$ cat config.mk
export PLATFORM = sky130hd
export DESIGN_NAME = encoder_step_position_tracker_unit
export DESIGN_NICKNAME = d
export VERILOG_FILES = /design/src/hw/rtl/epst_pkg.sv /design/src/hw/rtl/epst_ctrl.sv /design/src/hw/rtl/epst_dp.sv /design/src/hw/rtl/encoder_step_position_tracker_unit.sv
export SDC_FILE = /design/constraint.sdc
export NUM_CORES = 1
export LEC_CHECK = 0
export ABC_AREA = 1
export ABC_CLOCK_PERIOD_IN_PS = 5330
export BUFFER_PORTS_ARGS = -buffer_cell sky130_fd_sc_hd__buf_2
export CORE_ASPECT_RATIO = 0.6
export CORE_MARGIN = 3
export CORE_UTILIZATION = 45
export DETAILED_ROUTE_END_ITERATION = 12
export GPL_ROUTABILITY_DRIVEN = 0
export SLEW_MARGIN = 10
export SYNTH_ARGS = -nofsm -noshare
export SYNTH_HDL_FRONTEND = slang
export SYNTH_SLANG_ARGS = --single-unit
$ cat constraint.sdc
create_clock -name clk -period 5.33 [get_ports clk]
set_input_delay 0 -clock clk [delete_from_list [all_inputs] [get_ports clk]]
set_output_delay 0 -clock clk [all_outputs]
set_load 0.02 [all_outputs]
$ cat src/hw/rtl/epst_pkg.sv
package epst_pkg;

  // Tick total width and the fixed field widths of the block.
  localparam int TICK_W    = 32;
  localparam int STEP_W    = 16;
  localparam int COUNTER_W = 16;
  localparam int FUNC_W    = 2;
  localparam int CFG_IDX_W = 2;
  localparam int CFG_DAT_W = 16;

  // Ticks per logical step, kept as a power of two so the divide is a shift.
  localparam int TPS_SHIFT      = 2;
  localparam int TICKS_PER_STEP = 1 << TPS_SHIFT;

  // The remainder unit handles step differences of STEP_W + 1 bits.
  localparam int MOD_BITS  = STEP_W;
  localparam int MOD_CNT_W = $clog2(MOD_BITS);
  localparam int RANGE_W   = STEP_W + 1;

  // Command codes carried on the input kind field.
  localparam logic [FUNC_W-1:0] FUNC_SAMPLE   = 2'd0;
  localparam logic [FUNC_W-1:0] FUNC_RESET    = 2'd1;
  localparam logic [FUNC_W-1:0] FUNC_SET_STEP = 2'd2;

  // Configuration register indexes.
  localparam logic [CFG_IDX_W-1:0] REG_MIN_STEP    = 2'd0;
  localparam logic [CFG_IDX_W-1:0] REG_MAX_STEP    = 2'd1;
  localparam logic [CFG_IDX_W-1:0] REG_CYCLIC_MODE = 2'd2;
  localparam logic [CFG_IDX_W-1:0] REG_REVERSE_DIR = 2'd3;

  typedef enum logic [2:0] {
    ST_IDLE,
    ST_TICK,
    ST_PREP,
    ST_ITER,
    ST_FIN,
    ST_EMIT
  } state_t;

  typedef struct packed {
    logic load;
    logic tick;
    logic prep;
    logic iter;
    logic fin;
    logic emit;
  } ctrl_cmd_t;

  typedef struct packed {
    logic is_sample;
    logic use_div;
    logic iter_last;
  } dp_status_t;

endpackage

$ cat src/hw/rtl/epst_ctrl.sv
module epst_ctrl (
  input  logic                   clk,
  input  logic                   rst_n,
  input  logic                   in_valid,
  output logic                   in_ready,
  output logic                   out_valid,
  input  logic                   out_ready,
  input  epst_pkg::dp_status_t   status,
  output epst_pkg::ctrl_cmd_t    cmd
);
  import epst_pkg::*;

  state_t state_r;
  state_t state_nxt;
  logic   out_valid_r;
  logic   out_valid_nxt;
  logic   out_free;

  // The output register can take a new result when empty or being drained.
  assign out_free  = !out_valid_r || out_ready;
  assign in_ready  = (state_r == ST_IDLE);
  assign out_valid = out_valid_r;

  always_comb begin
    state_nxt = state_r;
    case (state_r)
      ST_IDLE: begin
        if (in_valid) begin
          state_nxt = ST_TICK;
        end
      end
      ST_TICK: begin
        state_nxt = status.is_sample ? ST_PREP : ST_EMIT;
      end
      ST_PREP: begin
        state_nxt = status.use_div ? ST_ITER : ST_FIN;
      end
      ST_ITER: begin
        if (status.iter_last) begin
          state_nxt = ST_FIN;
        end
      end
      ST_FIN: begin
        state_nxt = ST_EMIT;
      end
      ST_EMIT: begin
        if (out_free) begin
          state_nxt = ST_IDLE;
        end
      end
      default: begin
        state_nxt = ST_IDLE;
      end
    endcase
  end

  always_comb begin
    cmd      = '0;
    cmd.load = (state_r == ST_IDLE) && in_valid;
    cmd.tick = (state_r == ST_TICK);
    cmd.prep = (state_r == ST_PREP);
    cmd.iter = (state_r == ST_ITER);
    cmd.fin  = (state_r == ST_FIN);
    cmd.emit = (state_r == ST_EMIT) && out_free;
  end

  always_comb begin
    out_valid_nxt = out_valid_r;
    if (cmd.emit) begin
      out_valid_nxt = 1'b1;
    end else if (out_ready) begin
      out_valid_nxt = 1'b0;
    end
  end

  always_ff @(posedge clk) begin
    if (!rst_n) begin
      state_r     <= ST_IDLE;
      out_valid_r <= 1'b0;
    end else begin
      state_r     <= state_nxt;
      out_valid_r <= out_valid_nxt;
    end
  end

endmodule

$ cat src/hw/rtl/epst_dp.sv
module epst_dp (
  input  logic                                clk,
  input  logic                                rst_n,
  input  epst_pkg::ctrl_cmd_t                 cmd,
  output epst_pkg::dp_status_t                status,
  input  logic [epst_pkg::FUNC_W-1:0]         in_func,
  input  logic [epst_pkg::COUNTER_W-1:0]      in_counter,
  input  logic signed [epst_pkg::STEP_W-1:0]  in_new_step,
  input  logic                                cfg_we,
  input  logic [epst_pkg::CFG_IDX_W-1:0]      cfg_idx,
  input  logic [epst_pkg::CFG_DAT_W-1:0]      cfg_dat,
  output logic signed [epst_pkg::TICK_W-1:0]  out_tick,
  output logic signed [epst_pkg::STEP_W-1:0]  out_step
);
  import epst_pkg::*;

  // Configuration.
  logic signed [STEP_W-1:0] min_step_r;
  logic signed [STEP_W-1:0] max_step_r;
  logic                     cyclic_r;
  logic                     reverse_r;

  // Captured item.
  logic [FUNC_W-1:0]        func_r;
  logic [COUNTER_W-1:0]     counter_r;
  logic signed [STEP_W-1:0] new_step_r;

  // Tracker state.
  logic [COUNTER_W-1:0]     last_sample_r, last_sample_nxt;
  logic signed [TICK_W-1:0] tick_total_r, tick_total_nxt;
  logic signed [STEP_W-1:0] step_r, step_nxt;

  // Remainder unit.
  logic signed [STEP_W-1:0] raw_r;
  logic                     xneg_r;
  logic [MOD_BITS-1:0]      dvd_r, dvd_nxt;
  logic [RANGE_W-1:0]       range_r, range_nxt;
  logic [RANGE_W-1:0]       rem_r, rem_nxt;
  logic [MOD_CNT_W-1:0]     cnt_r, cnt_nxt;

  // Output register.
  logic signed [TICK_W-1:0] out_tick_r;
  logic signed [STEP_W-1:0] out_step_r;

  // Tick update terms.
  logic [COUNTER_W-1:0]     diff;
  logic [COUNTER_W-1:0]     diff_dir;
  logic signed [TICK_W-1:0] delta;
  logic signed [TICK_W-1:0] set_ticks;

  // Preparation terms.
  logic signed [TICK_W-1:0] biased;
  logic signed [TICK_W-1:0] quot;
  logic signed [STEP_W-1:0] raw;
  logic signed [RANGE_W-1:0] xdiff;
  logic [RANGE_W-1:0]       xmag;
  logic [RANGE_W:0]         range_full;
  logic                     range_ok;

  // Iteration and finish terms.
  logic [RANGE_W:0]         rem_shift;
  logic [RANGE_W-1:0]       rem_wrap;
  logic [STEP_W-1:0]        wrapped;
  logic signed [STEP_W-1:0] clamped;

  assign range_ok = (max_step_r >= min_step_r);

  assign status.is_sample = (func_r == FUNC_SAMPLE);
  assign status.use_div   = cyclic_r && range_ok;
  assign status.iter_last = (cnt_r == MOD_CNT_W'(MOD_BITS - 1));

  always_comb begin
    diff      = counter_r - last_sample_r;
    diff_dir  = reverse_r ? (COUNTER_W'(0) - diff) : diff;
    delta     = TICK_W'(signed'(diff_dir));
    set_ticks = TICK_W'(new_step_r) <<< TPS_SHIFT;

    // Truncate toward zero: bias negative totals before the arithmetic shift.
    biased = tick_total_r + (tick_total_r[TICK_W-1] ? TICK_W'(TICKS_PER_STEP - 1) : '0);
    quot   = biased >>> TPS_SHIFT;
    raw    = quot[STEP_W-1:0];
    xdiff  = RANGE_W'(raw) - RANGE_W'(min_step_r);
    xmag   = xdiff[RANGE_W-1] ? (RANGE_W'(0) - xdiff) : xdiff;
    range_full = (RANGE_W+1)'(max_step_r) - (RANGE_W+1)'(min_step_r) + (RANGE_W+1)'(1);

    // One restoring step: bring in the next dividend bit, subtract if it fits.
    rem_shift = {rem_r, dvd_r[MOD_BITS-1]};

    // A negative difference with a nonzero remainder folds back from the top.
    rem_wrap = (xneg_r && (rem_r != '0)) ? (range_r - rem_r) : rem_r;
    wrapped  = rem_wrap[STEP_W-1:0] + min_step_r;

    if (raw_r < min_step_r) begin
      clamped = min_step_r;
    end else if (raw_r > max_step_r) begin
      clamped = max_step_r;
    end else begin
      clamped = raw_r;
    end
  end

  always_comb begin
    last_sample_nxt = last_sample_r;
    tick_total_nxt  = tick_total_r;
    step_nxt        = step_r;
    dvd_nxt         = dvd_r;
    range_nxt       = range_r;
    rem_nxt         = rem_r;
    cnt_nxt         = cnt_r;

    if (cmd.tick) begin
      case (func_r)
        FUNC_SAMPLE: begin
          last_sample_nxt = counter_r;
          tick_total_nxt  = tick_total_r + delta;
        end
        FUNC_RESET: begin
          tick_total_nxt = '0;
          step_nxt       = '0;
        end
        FUNC_SET_STEP: begin
          tick_total_nxt = set_ticks;
          step_nxt       = new_step_r;
        end
        default: begin
        end
      endcase
    end

    if (cmd.prep) begin
      dvd_nxt   = xmag[MOD_BITS-1:0];
      range_nxt = range_full[RANGE_W-1:0];
      rem_nxt   = '0;
      cnt_nxt   = '0;
    end

    if (cmd.iter) begin
      if (rem_shift >= {1'b0, range_r}) begin
        rem_nxt = RANGE_W'(rem_shift - {1'b0, range_r});
      end else begin
        rem_nxt = rem_shift[RANGE_W-1:0];
      end
      dvd_nxt = {dvd_r[MOD_BITS-2:0], 1'b0};
      cnt_nxt = cnt_r + MOD_CNT_W'(1);
    end

    // With max below min the step is held.
    if (cmd.fin && range_ok) begin
      step_nxt = cyclic_r ? signed'(wrapped) : clamped;
    end
  end

  always_ff @(posedge clk) begin
    if (!rst_n) begin
      min_step_r    <= '0;
      max_step_r    <= STEP_W'(100);
      cyclic_r      <= 1'b1;
      reverse_r     <= 1'b0;
      last_sample_r <= '0;
      tick_total_r  <= '0;
      step_r        <= '0;
    end else begin
      if (cfg_we) begin
        case (cfg_idx)
          REG_MIN_STEP:    min_step_r <= signed'(cfg_dat[STEP_W-1:0]);
          REG_MAX_STEP:    max_step_r <= signed'(cfg_dat[STEP_W-1:0]);
          REG_CYCLIC_MODE: cyclic_r   <= cfg_dat[0];
          REG_REVERSE_DIR: reverse_r  <= cfg_dat[0];
          default: begin
          end
        endcase
      end
      last_sample_r <= last_sample_nxt;
      tick_total_r  <= tick_total_nxt;
      step_r        <= step_nxt;
    end
  end

  always_ff @(posedge clk) begin
    if (cmd.load) begin
      func_r     <= in_func;
      counter_r  <= in_counter;
      new_step_r <= in_new_step;
    end
    if (cmd.prep) begin
      raw_r  <= raw;
      xneg_r <= xdiff[RANGE_W-1];
    end
    dvd_r   <= dvd_nxt;
    range_r <= range_nxt;
    rem_r   <= rem_nxt;
    cnt_r   <= cnt_nxt;
    if (cmd.emit) begin
      out_tick_r <= tick_total_r;
      out_step_r <= step_r;
    end
  end

  assign out_tick = out_tick_r;
  assign out_step = out_step_r;

endmodule

$ cat src/hw/rtl/encoder_step_position_tracker_unit.sv
// Channel   Direction  Handshake                Contents
// in_       slave      in_tvalid / in_tready    tuser: func; tdata: counter_value, new_step
// out_      master     out_tvalid / out_tready  tdata: tick_count, step_count
// cfg_      slave      cfg_valid / cfg_ready    cfg_index, cfg_data
//
// Items are handled one at a time. A counter sample in cyclic mode goes through
// accept, tick update, preparation, one step of the restoring remainder unit per
// dividend bit, step update and hand-off to the output register. Clamping mode
// skips the remainder steps; a position reset or step load goes from tick update to hand-off.
// Reset (rst_n, synchronous, active low) restores the register defaults and
// clears the position. A stalled output holds its result while the next item
// is already accepted; that item then waits only at its final hand-off.
module encoder_step_position_tracker_unit (
  input  logic        clk,
  input  logic        rst_n,
  // Input items.
  input  logic        in_tvalid,
  output logic        in_tready,
  input  logic [1:0]  in_tuser,   // [1:0] func
  input  logic [31:0] in_tdata,   // [15:0] counter_value, [31:16] new_step
  // Result items.
  output logic        out_tvalid,
  input  logic        out_tready,
  output logic [47:0] out_tdata,  // [31:0] tick_count, [47:32] step_count
  // Configuration writes.
  input  logic        cfg_valid,
  output logic        cfg_ready,
  input  logic [1:0]  cfg_index,
  input  logic [15:0] cfg_data
);
  import epst_pkg::*;

  ctrl_cmd_t                cmd;
  dp_status_t               status;
  logic signed [TICK_W-1:0] tick_count;
  logic signed [STEP_W-1:0] step_count;

  // The user must write registers only while idle; the block itself does not enforce it, so writes are always taken.
  assign cfg_ready = 1'b1;

  // The controller sequences each item and owns both handshakes.
  epst_ctrl u_ctrl (
    .clk       (clk),
    .rst_n     (rst_n),
    .in_valid  (in_tvalid),
    .in_ready  (in_tready),
    .out_valid (out_tvalid),
    .out_ready (out_tready),
    .status    (status),
    .cmd       (cmd)
  );

  // The datapath holds the configuration, the tracker state, the remainder
  // unit used for cyclic wrapping, and the output register.
  epst_dp u_dp (
    .clk         (clk),
    .rst_n       (rst_n),
    .cmd         (cmd),
    .status      (status),
    .in_func     (in_tuser),
    .in_counter  (in_tdata[15:0]),
    .in_new_step (signed'(in_tdata[31:16])),
    .cfg_we      (cfg_valid && cfg_ready),
    .cfg_idx     (cfg_index),
    .cfg_dat     (cfg_data),
    .out_tick    (tick_count),
    .out_step    (step_count)
  );

  assign out_tdata = {step_count, tick_count};

endmodule
### Word level (Yosys, flattened, before mapping)

Index checks and enable logic that the tools add are counted.

* bits in registers: 255
* word-level logic and storage cells: 101
* input port bits: 57
* output and inout port bits: 51

* magnitude comparators: 4
* $add $sub $neg: 12
* reduce and logical (&&, ||, !) cells: 24
* eq/ne operators: 14
* muxes and demuxes: 26

Operator list (number)
* $mux 16: 10
* $pmux 32 s3: 1
* $mux 17: 3
* $sub 16x16->17: 2
* $add 32x16->32: 1
* $pmux 16 s2: 1
* $sub 1x16->16 const A: 2
* $sub 16x16->16: 2
* $add 18x2->18: 1
* $ge 18x17->1: 1
* $pmux 3 s6: 1
* $add 17x2->17 const B: 1
* $reduce_bool 17->1: 1
* $sub 17x17->17: 1
* $add 16x16->16: 1
* $ge 16x16->1: 1
* $gt 16x16->1: 1
* $lt 16x16->1: 1
* $mux 3: 5
* $reduce_and 2->1: 7
* $mux 4: 2
* $eq 2x2->1 const B: 3
* $eq 3x2->1 const B: 2
* $eq 3x3->1 const B: 2
* 16 further kinds: 27

### Logic depth before layout (Yosys ltp)

Gate-level depths: netlist of run 1.

* word-level depth: 7
* mapped depth: 33
* depth with buffers taken out: 33

### By module

A second synthesis of run 1 with hierarchy kept.

* cells, all modules: 2420
* area, all modules: 18509.0 um^2

By module, submodules not included
* epst_dp: instances 1, cells an instance 2369, seq. area each 6546.3 um^2, area an instance 18205.0 um^2
* epst_ctrl: instances 1, cells an instance 49, seq. area each 80.1 um^2, area an instance 292.8 um^2
* encoder_step_position_tracker_unit: instances 1, cells an instance 2, seq. area each 0.0 um^2, area an instance 11.3 um^2

### Worst setup path after synthesis of run 1

No wires, ideal clock.

* kind: reg2reg
* start: register u_ctrl.state_r[1]
* end: register u_dp.range_r[0], enable pin
* buffers on the path: 1
* period minus slack after synthesis: 4237 ps
* stages on the path, launching flop included: 6
* slack: 1093 ps
* required time: 4918 ps
* arrival time: 3825 ps
* setup time: 412 ps
* path through: dfxtp_1 -> inv_1 -> nor2_1 -> nand2_1 -> inv_1 -> clkbuf_1

* word-level cells in the longest chain between the ends: 1

RTL lines
* from (decl): line epst_ctrl.sv:13 `state_t state_r;`
* from (signal assigned): line epst_ctrl.sv:81 `state_r <= state_nxt;`
* $eq 3x2->1: line epst_ctrl.sv:61 `cmd.prep = (state_r == ST_PREP);`
* to (signal assigned): line epst_dp.sv:190 `range_r <= range_nxt;`
* to (decl): line epst_dp.sv:37 `logic [RANGE_W-1:0] range_r, range_nxt;`

Every way passes these cells.
A chain may end at the register's enable or synchronous reset.

### Final worst setup path of run 1

* start: register u_dp.counter_r[0]
* end: register u_dp.tick_total_r[30]

* word-level cells in the longest chain between the ends: 5

RTL lines
* from (decl): line epst_dp.sv:25 `logic [COUNTER_W-1:0] counter_r;`
* from (signal assigned): line epst_dp.sv:182 `counter_r <= in_counter;`
* $sub 16x16->16 *: line epst_dp.sv:73 `diff = counter_r - last_sample_r;`
* $sub 1x16->16: line epst_dp.sv:74 `diff_dir = reverse_r ? (COUNTER_W'(0) - diff) : diff;`
* $mux 16 *: line epst_dp.sv:74
* $add 32x16->32 *: line epst_dp.sv:115 `tick_total_nxt = tick_total_r + delta;`
* $pmux 32 s3 *: line epst_dp.sv:112 `case (func_r)`
* to (signal assigned): line epst_dp.sv:174 `tick_total_r <= tick_total_nxt;`
* to (decl): line epst_dp.sv:30 `logic signed [TICK_W-1:0] tick_total_r, tick_total_nxt;`

Mark *: on every way between the ends. The rest lies on a longest branch, timed or not.

==> results_dict.tcl, run 1 <==
set metrics [dict create \
    reg2reg_from "u_dp.counter_r[0]" \
    crit_path_max_delay_family "simple AND/OR/NAND/NOR gates" \
    die_h_um 163 \
    tightest_slew_ps 1190 \
    synth-edff-count 152 \
    cpPeakStageDelay_ps 530 \
    critical_path_arrival_ps 5200 \
    remaining_drc_errors 0 \
    postSynthCellCount 2382 \
    min_delay_path_depth 2 \
    design_power_total_w 0.00746 \
    place_inst 2972 \
    worst-setup-path-type "flip-flop to flip-flop" \
    mappedNetlistNets 2638 \
    post_synthesis_cell_area_sq_mm 0.0184 \
    cts-resized-gates 0 \
    regToRegSetupSlack_ps 610 \
    die_area_sq_mm 0.0434 \
    final_hold_viol_count 0 \
    report.final.slew_viol_count 0 \
    cts.reportedPaths.clkPinSlew_ps 60 \
    grt_pass1_wl_mm 87.7 \
    yosys_register_bits 255 \
    synth-async-reset-ratio 0 \
    rsz0062_at_grt "false" \
    yosys.area.top_type "sky130_fd_sc_hd__edfxtp_1" \
    synth_cell_type_count 57 \
    comb_power_share 0.411 \
    num-fill-cells 3783 \
    pwr-share-clk 0.262 \
    period_needed_ps 4720 \
    synth_commonest_cells "sky130_fd_sc_hd__nand2_1 (490), sky130_fd_sc_hd__inv_1 (331), sky130_fd_sc_hd__a21oi_1 (288)" \
    timing.hold.worst.class "primary input to flip-flop" \
    clockBufferDepth 3 \
    run_status "complete, no violations" \
    clkSinkCount 255 \
    drt_pre_antenna_iters 6 \
    synth.avg_cell_area_sq_um 7.72 \
    cts_htree_levels 1 \
    num_rows 56 \
    maxCapViolations 0 \
    worst_ep_required_time_ps 5810 \
    grt.total_usage 0.257 \
    grt_start_max_net_pins 84 \
    setup.worst_path.end_class "flip-flop" \
    synthFlopType "sky130_fd_sc_hd__edfxtp_1" \
    antenna_cells 0 \
    crit-reg2reg-capture "u_dp.tick_total_r[30]" \
    initial_detailed_routing_violation_count 1776 \
    timing.final.setup_violations 0 \
    drt-wirelength-per-cell_um 18.1 \
    tritoncts.num_buffers 27 \
    startpoint_type "flip-flop" \
    cts_tree "built" \
    place_hpwl_mm 43.7 \
    crit_start "u_dp.counter_r[0]" \
    number_of_antenna_violations_at_the_first_check_in_global_routing 0 \
    path_max_fanout 13 \
    max_freq_mhz 212 \
    timing.hold.worst_endpoint "u_dp.new_step_r[14]" \
    relSlewSlack 0.208 \
    clock_latency_late_sink_ps 560 \
    antenna_left 0 \
    final_cell_count_without_fillers 3085 \
    layout-drive-gt1-share 0.0796 \
    floorplan.initialDensity 0.463 \
    die_x_um 267 \
    vias_per_cell 5.51 \
    hold_start "in_tdata[30]" \
    period_share 0.885 \
    yosysMostFrequentCell "sky130_fd_sc_hd__nand2_1" \
    route.vias.total 17000 \
    synth_sequential_area_ratio 0.361 \
    port_buffers 106 \
    critical-path-slowest-cell "sky130_fd_sc_hd__ha_1" \
    cellLeakagePower_nw 9.67 \
    cts_root_buffer "sky130_fd_sc_hd__clkbuf_16" \
    drt_wl_total_mm 55.9 \
    timing.critical_path.buf_inv 3 \
    ff2ff_path_depth 29 \
    synthToLayoutAreaGrowth_pct 14.3 \
    placeable_core_region_sq_mm 0.0397 \
    switchingPower_w 0.00307 \
    io_pins 108 \
    clock-skew-final_ps 22.3 \
    setup_tns_ps 0 \
    nets 2799 \
    power_switching_share 0.412 \
    yosys.area.top_type_share 0.248 \
    seq_power_share 0.327 \
    cp_common_cell "sky130_fd_sc_hd__nand2_1" \
    power-per-cell-area_mw_per_mm2 355 \
    synth_warnings 0 \
    vias_in_the_first_global_route 15200 \
    grt_remaining_overflow 0 \
    irDropWorstVdd_mv 0.209 \
    power.internal_w 0.00439 \
    post_synth_main_area_contributors "sky130_fd_sc_hd__edfxtp_1 (25%), sky130_fd_sc_hd__ha_1 (13%), sky130_fd_sc_hd__dfxtp_1 (11%), sky130_fd_sc_hd__nand2_1 (10%), sky130_fd_sc_hd__a21oi_1 (7.8%)" \
]
[power by group through the flow]
stage / combinational [W] / sequential [W] / clock, W
4_1_cts: 0.00297 / 0.00243 / 0.00199
3_3_place_gp: 0.00287 / 0.00247 / 0
2_1_floorplan: 0.00213 / 0.00243 / 0
3_5_place_dp: 0.00291 / 0.00247 / 0
6_report: 0.00307 / 0.00244 / 0.00196
5_1_grt: 0.00342 / 0.00245 / 0.00207
[stage by stage]
step	area, sq um	hold WS (ps)	utilization	worst slack, ps
2_1_floorplan	18400	98.9	-	1090
3_3_place_gp	19500	177	0.491	811
3_5_place_dp	19500	178	0.491	725
4_1_cts	21000	126	0.530	722
5_1_grt	21000	135	0.530	43.9
6_report	21000	145	0.530	611
[layout make-up]
class	count	area, sq um	area share
repair buffers	188	1310	0.0622
flip-flops and latches	255	6630	0.315
inverters	335	1260	0.0598
multi-input cells	1736	10300	0.489
well taps	522	653	0.0311
clock buffers	35	737	0.0351
clock inverters	14	149	0.00709
[layer usage]
layer,vias to the layer above,track usage,share of wire
met5,-,0,0
met4,0,0.0383,0.015
met3,54,0.0581,0.098
met2,700,0.327,0.36
met1,7837,0.431,0.53
li1,8403,-,-
[layout by cell type, fill, tap and decap left out, drive strengths merged]
cell type,n
fa,14
a31oi,21
nor2,150
ha,185
a22oi,1
a21o,16
inv,333
xnor2,30
a211oi,4
bufinv,3
or2,9
xor2,57
o311ai,1
nor3,28
conb,1
clkinv,12
nand3,106
a21boi,6
nand3b,7
nand2,495
o2111ai,1
edfxtp,152
nor3b,1
o21a,3
o211ai,26
and2,2
o22ai,1
a221oi,3
buf,124
nor4,4
clkinvlp,1
o21ai,229
dlygate4sd3,64
o21bai,10
clkbuf,35
nand4,30
o31ai,6
dfxtp,103
a21oi,289
[flip-flops by register name, summed over array words and instances, names as in the netlist, 17 cells and up]
signal	cells
u_dp.out_tick	32
u_dp.rem_r	17
u_dp.tick_total_r	32
u_dp.range_r	17
[worst max path at each step]
| stage | slack, ps | end | depth (start not counted) |
|---|---|---|---|
| 2_1_floorplan | 1090 | u_dp.range_r[0] | 5 |
| 3_3_place_gp | 810 | u_dp.tick_total_r[29] | 26 |
| 3_5_place_dp | 730 | u_dp.tick_total_r[29] | 25 |
| 4_1_cts | 720 | u_dp.tick_total_r[29] | 25 |
| 5_1_grt | 40 | u_dp.tick_total_r[29] | 26 |
| 6_report | 610 | u_dp.tick_total_r[30] | 29 |
[kinds of logic after synthesis]
group                      after synthesis  share of synthesized area
buffers and inverters                  391                     0.0812
and+or+nand+nor                        832                      0.193
xor gates and xnor gates                87                     0.0423
other                                    1                   0.000204
adders and majority gates              199                      0.141
DFF                                    255                      0.361
AOI/OAI and AO/OA                      617                      0.181
[what timing repair did]
action / CTS / global route
endpoints found under the hold margin: 71 / 0
hold buffers: 64 / 0
setup buffers: 0 / 0
Note: power is estimated with default switching activity, not from simulation.
==> run 2, diff against run 1 <==
--- a/config.mk
+++ b/config.mk
@@ -8,11 +8,14 @@
 export ABC_AREA = 1
 export ABC_CLOCK_PERIOD_IN_PS = 5330
 export BUFFER_PORTS_ARGS = -buffer_cell sky130_fd_sc_hd__buf_2
+export CELL_PAD_IN_SITES_DETAIL_PLACEMENT = 0
+export CELL_PAD_IN_SITES_GLOBAL_PLACEMENT = 1
 export CORE_ASPECT_RATIO = 0.6
 export CORE_MARGIN = 3
 export CORE_UTILIZATION = 45
 export DETAILED_ROUTE_END_ITERATION = 12
 export GPL_ROUTABILITY_DRIVEN = 0
+export PLACE_DENSITY_LB_ADDON = 0.25
 export SLEW_MARGIN = 10
 export SYNTH_ARGS = -nofsm -noshare
 export SYNTH_HDL_FRONTEND = slang
==> results_dict.tcl, run 2 (synthesized netlist as in run 1, its figures left out) <==
set metrics [dict create \
    drt_wl_total_mm 57.8 \
    most-common-layout-cells "sky130_fd_sc_hd__nand2_1 (489), sky130_fd_sc_hd__inv_1 (331), sky130_fd_sc_hd__a21oi_1 (288)" \
    cpPeakStageDelay_ps 850 \
    grt_remaining_overflow 0 \
    cts_tree "built" \
    floorplan.initialDensity 0.463 \
    num-fill-cells 3803 \
    layout-drive-gt1-share 0.0800 \
    io_pins 108 \
    power-per-cell-area_mw_per_mm2 356 \
    run_status "complete, no violations" \
    critical-path-slowest-cell "sky130_fd_sc_hd__o21ai_0" \
    cts_htree_levels 1 \
    finish.utilization 0.530 \
    die_h_um 163 \
    grt_pass1_wl_mm 88.6 \
    cts.reportedPaths.clkPinSlew_ps 70 \
    initial_detailed_routing_violation_count 1850 \
    timing.hold.worst.class "primary input to flip-flop" \
    post-route-cell-area_sq_mm 0.0210 \
    synthToLayoutAreaGrowth_pct 14.4 \
    number_of_antenna_violations_at_the_first_check_in_global_routing 0 \
    seq_power_share 0.326 \
    timing.final.setup_violations 0 \
    period_share 0.874 \
    maxCapViolations 0 \
    setup.worst_path.end_class "flip-flop" \
    clock_latency_late_sink_ps 570 \
    setup_tns_ps 0 \
    power.internal_w 0.00438 \
    placedInstanceArea_sq_mm 0.0195 \
    design_power_total_w 0.00747 \
    route.vias.total 16900 \
    clockBufferDepth 3 \
    final_hold_viol_count 0 \
    antenna_left 0 \
    crit_path_cell_trace "inv_1 -> fa_1 -> nand2_1 -> inv_1 -> o21ai_0 -> nand2_1 -> a21oi_1 -> o21ai_0 -> xor2_1 -> a21oi_1 -> ha_1 -> nand2_1 -> o21ai_0 -> a21oi_1 -> o21ai_0 -> nand2_1 -> a31oi_1 -> nand2_1 -> a21oi_1" \
    worst-setup-path-type "flip-flop to flip-flop" \
    critical_path_arrival_ps 5160 \
    pwr-share-clk 0.265 \
    grt.total_usage 0.262 \
    drt-wirelength-per-cell_um 18.8 \
    remaining_drc_errors 0 \
    irDropWorstVdd_mv 0.218 \
    period_needed_ps 4660 \
    num_rows 56 \
    report.final.slew_viol_count 0 \
    comb_power_share 0.409 \
    place_hpwl_mm 45.3 \
    worst_ep_required_time_ps 5830 \
    relSlewSlack 0.270 \
    drt_pre_antenna_iters 6 \
    layout_commonest_cell "sky130_fd_sc_hd__nand2_1" \
    clkSinkCount 255 \
    vias_per_cell 5.48 \
    grt_start_max_net_pins 62 \
    die_x_um 267 \
    clock-skew-final_ps 29.2 \
    placeable_core_region_sq_mm 0.0397 \
    tightest_slew_ps 1090 \
    port_buffers 106 \
    cp_common_cell "sky130_fd_sc_hd__nand2_1" \
    switchingPower_w 0.00309 \
    vias_in_the_first_global_route 15100 \
    tritoncts.num_buffers 27 \
    nets 2798 \
    startpoint_type "flip-flop" \
    power_switching_share 0.414 \
    antenna_cells 0 \
    final.hold.worst_slack_ps 143 \
    cellLeakagePower_nw 9.66 \
    cts_root_buffer "sky130_fd_sc_hd__clkbuf_16" \
    path_max_fanout 5 \
    rsz0062_at_grt "false" \
    die_area_sq_mm 0.0434 \
    max_freq_mhz 215 \
]
==> run 2: layer usage <==
layer	global-route usage	wire length [um]	vias to the layer above
met3	0.0581	5700	52
met1	0.446	30900	7800
met4	0.0333	712	0
li1	-	-	8394
met5	0	0	-
met2	0.330	20500	651
==> run 2: final cells by class <==
type                    count  area (sq um)  share of cell area
well taps                 522           653              0.0311
inverters                 335          1260              0.0598
repair buffers            187          1300              0.0619
clock buffers              37           774              0.0368
flip-flops and latches    255          6630               0.315
multi-input cells        1736         10300               0.489
clock inverters            12           125             0.00595
==> run 2: final timing paths <==
| check | slack [ps] | to | from | cells after the start |
|---|---|---|---|---|
| worst min register to register | 430 | u_dp.out_step[15] | u_dp.step_r[15] | 0 |
| worst max-delay path | 670 | u_dp.step_r[13] | u_dp.rem_r[1] | 19 |
| worst max register to register | 670 | u_dp.step_r[13] | u_dp.rem_r[1] | 19 |
| worst min-delay path | 140 | u_dp.new_step_r[15] | in_tdata[31] | 2 |
==> run 2: worst max-delay path: cells and delay by family, from the launching register on <==
family	cells	cell delay (ps)
AO/OA/AOI/OAI	9	2340
XOR/XNOR	1	150
adder cells (fa/ha/maj)	2	910
buffers and inverters	2	190
flip-flops	1	470
AND/OR/NAND/NOR	5	530
==> run 2: stage by stage <==
stage,cells,setup WS (ps)
2_1_floorplan,2382,1090
3_3_place_gp,2970,960
3_5_place_dp,2970,765
4_1_cts,3084,759
5_1_grt,3084,155
6_report,3084,674
==> run 2: repair_timing <==
item,4_1_cts,5_1_grt
hold buffers,65,0
gates resized for setup,0,1
setup buffers,0,0
endpoints found under the setup margin,0,1
endpoints found under the hold margin,91,0
==> run 2: power groups by stage <==
stage	registers, W	logic (W)	clock network [W]
floorplan	0.00243	0.00213	0
global route	0.00245	0.00341	0.00209
detailed placement	0.00247	0.00291	0
finish	0.00244	0.00306	0.00198
global placement	0.00247	0.00289	0
CTS	0.00243	0.00297	0.00201
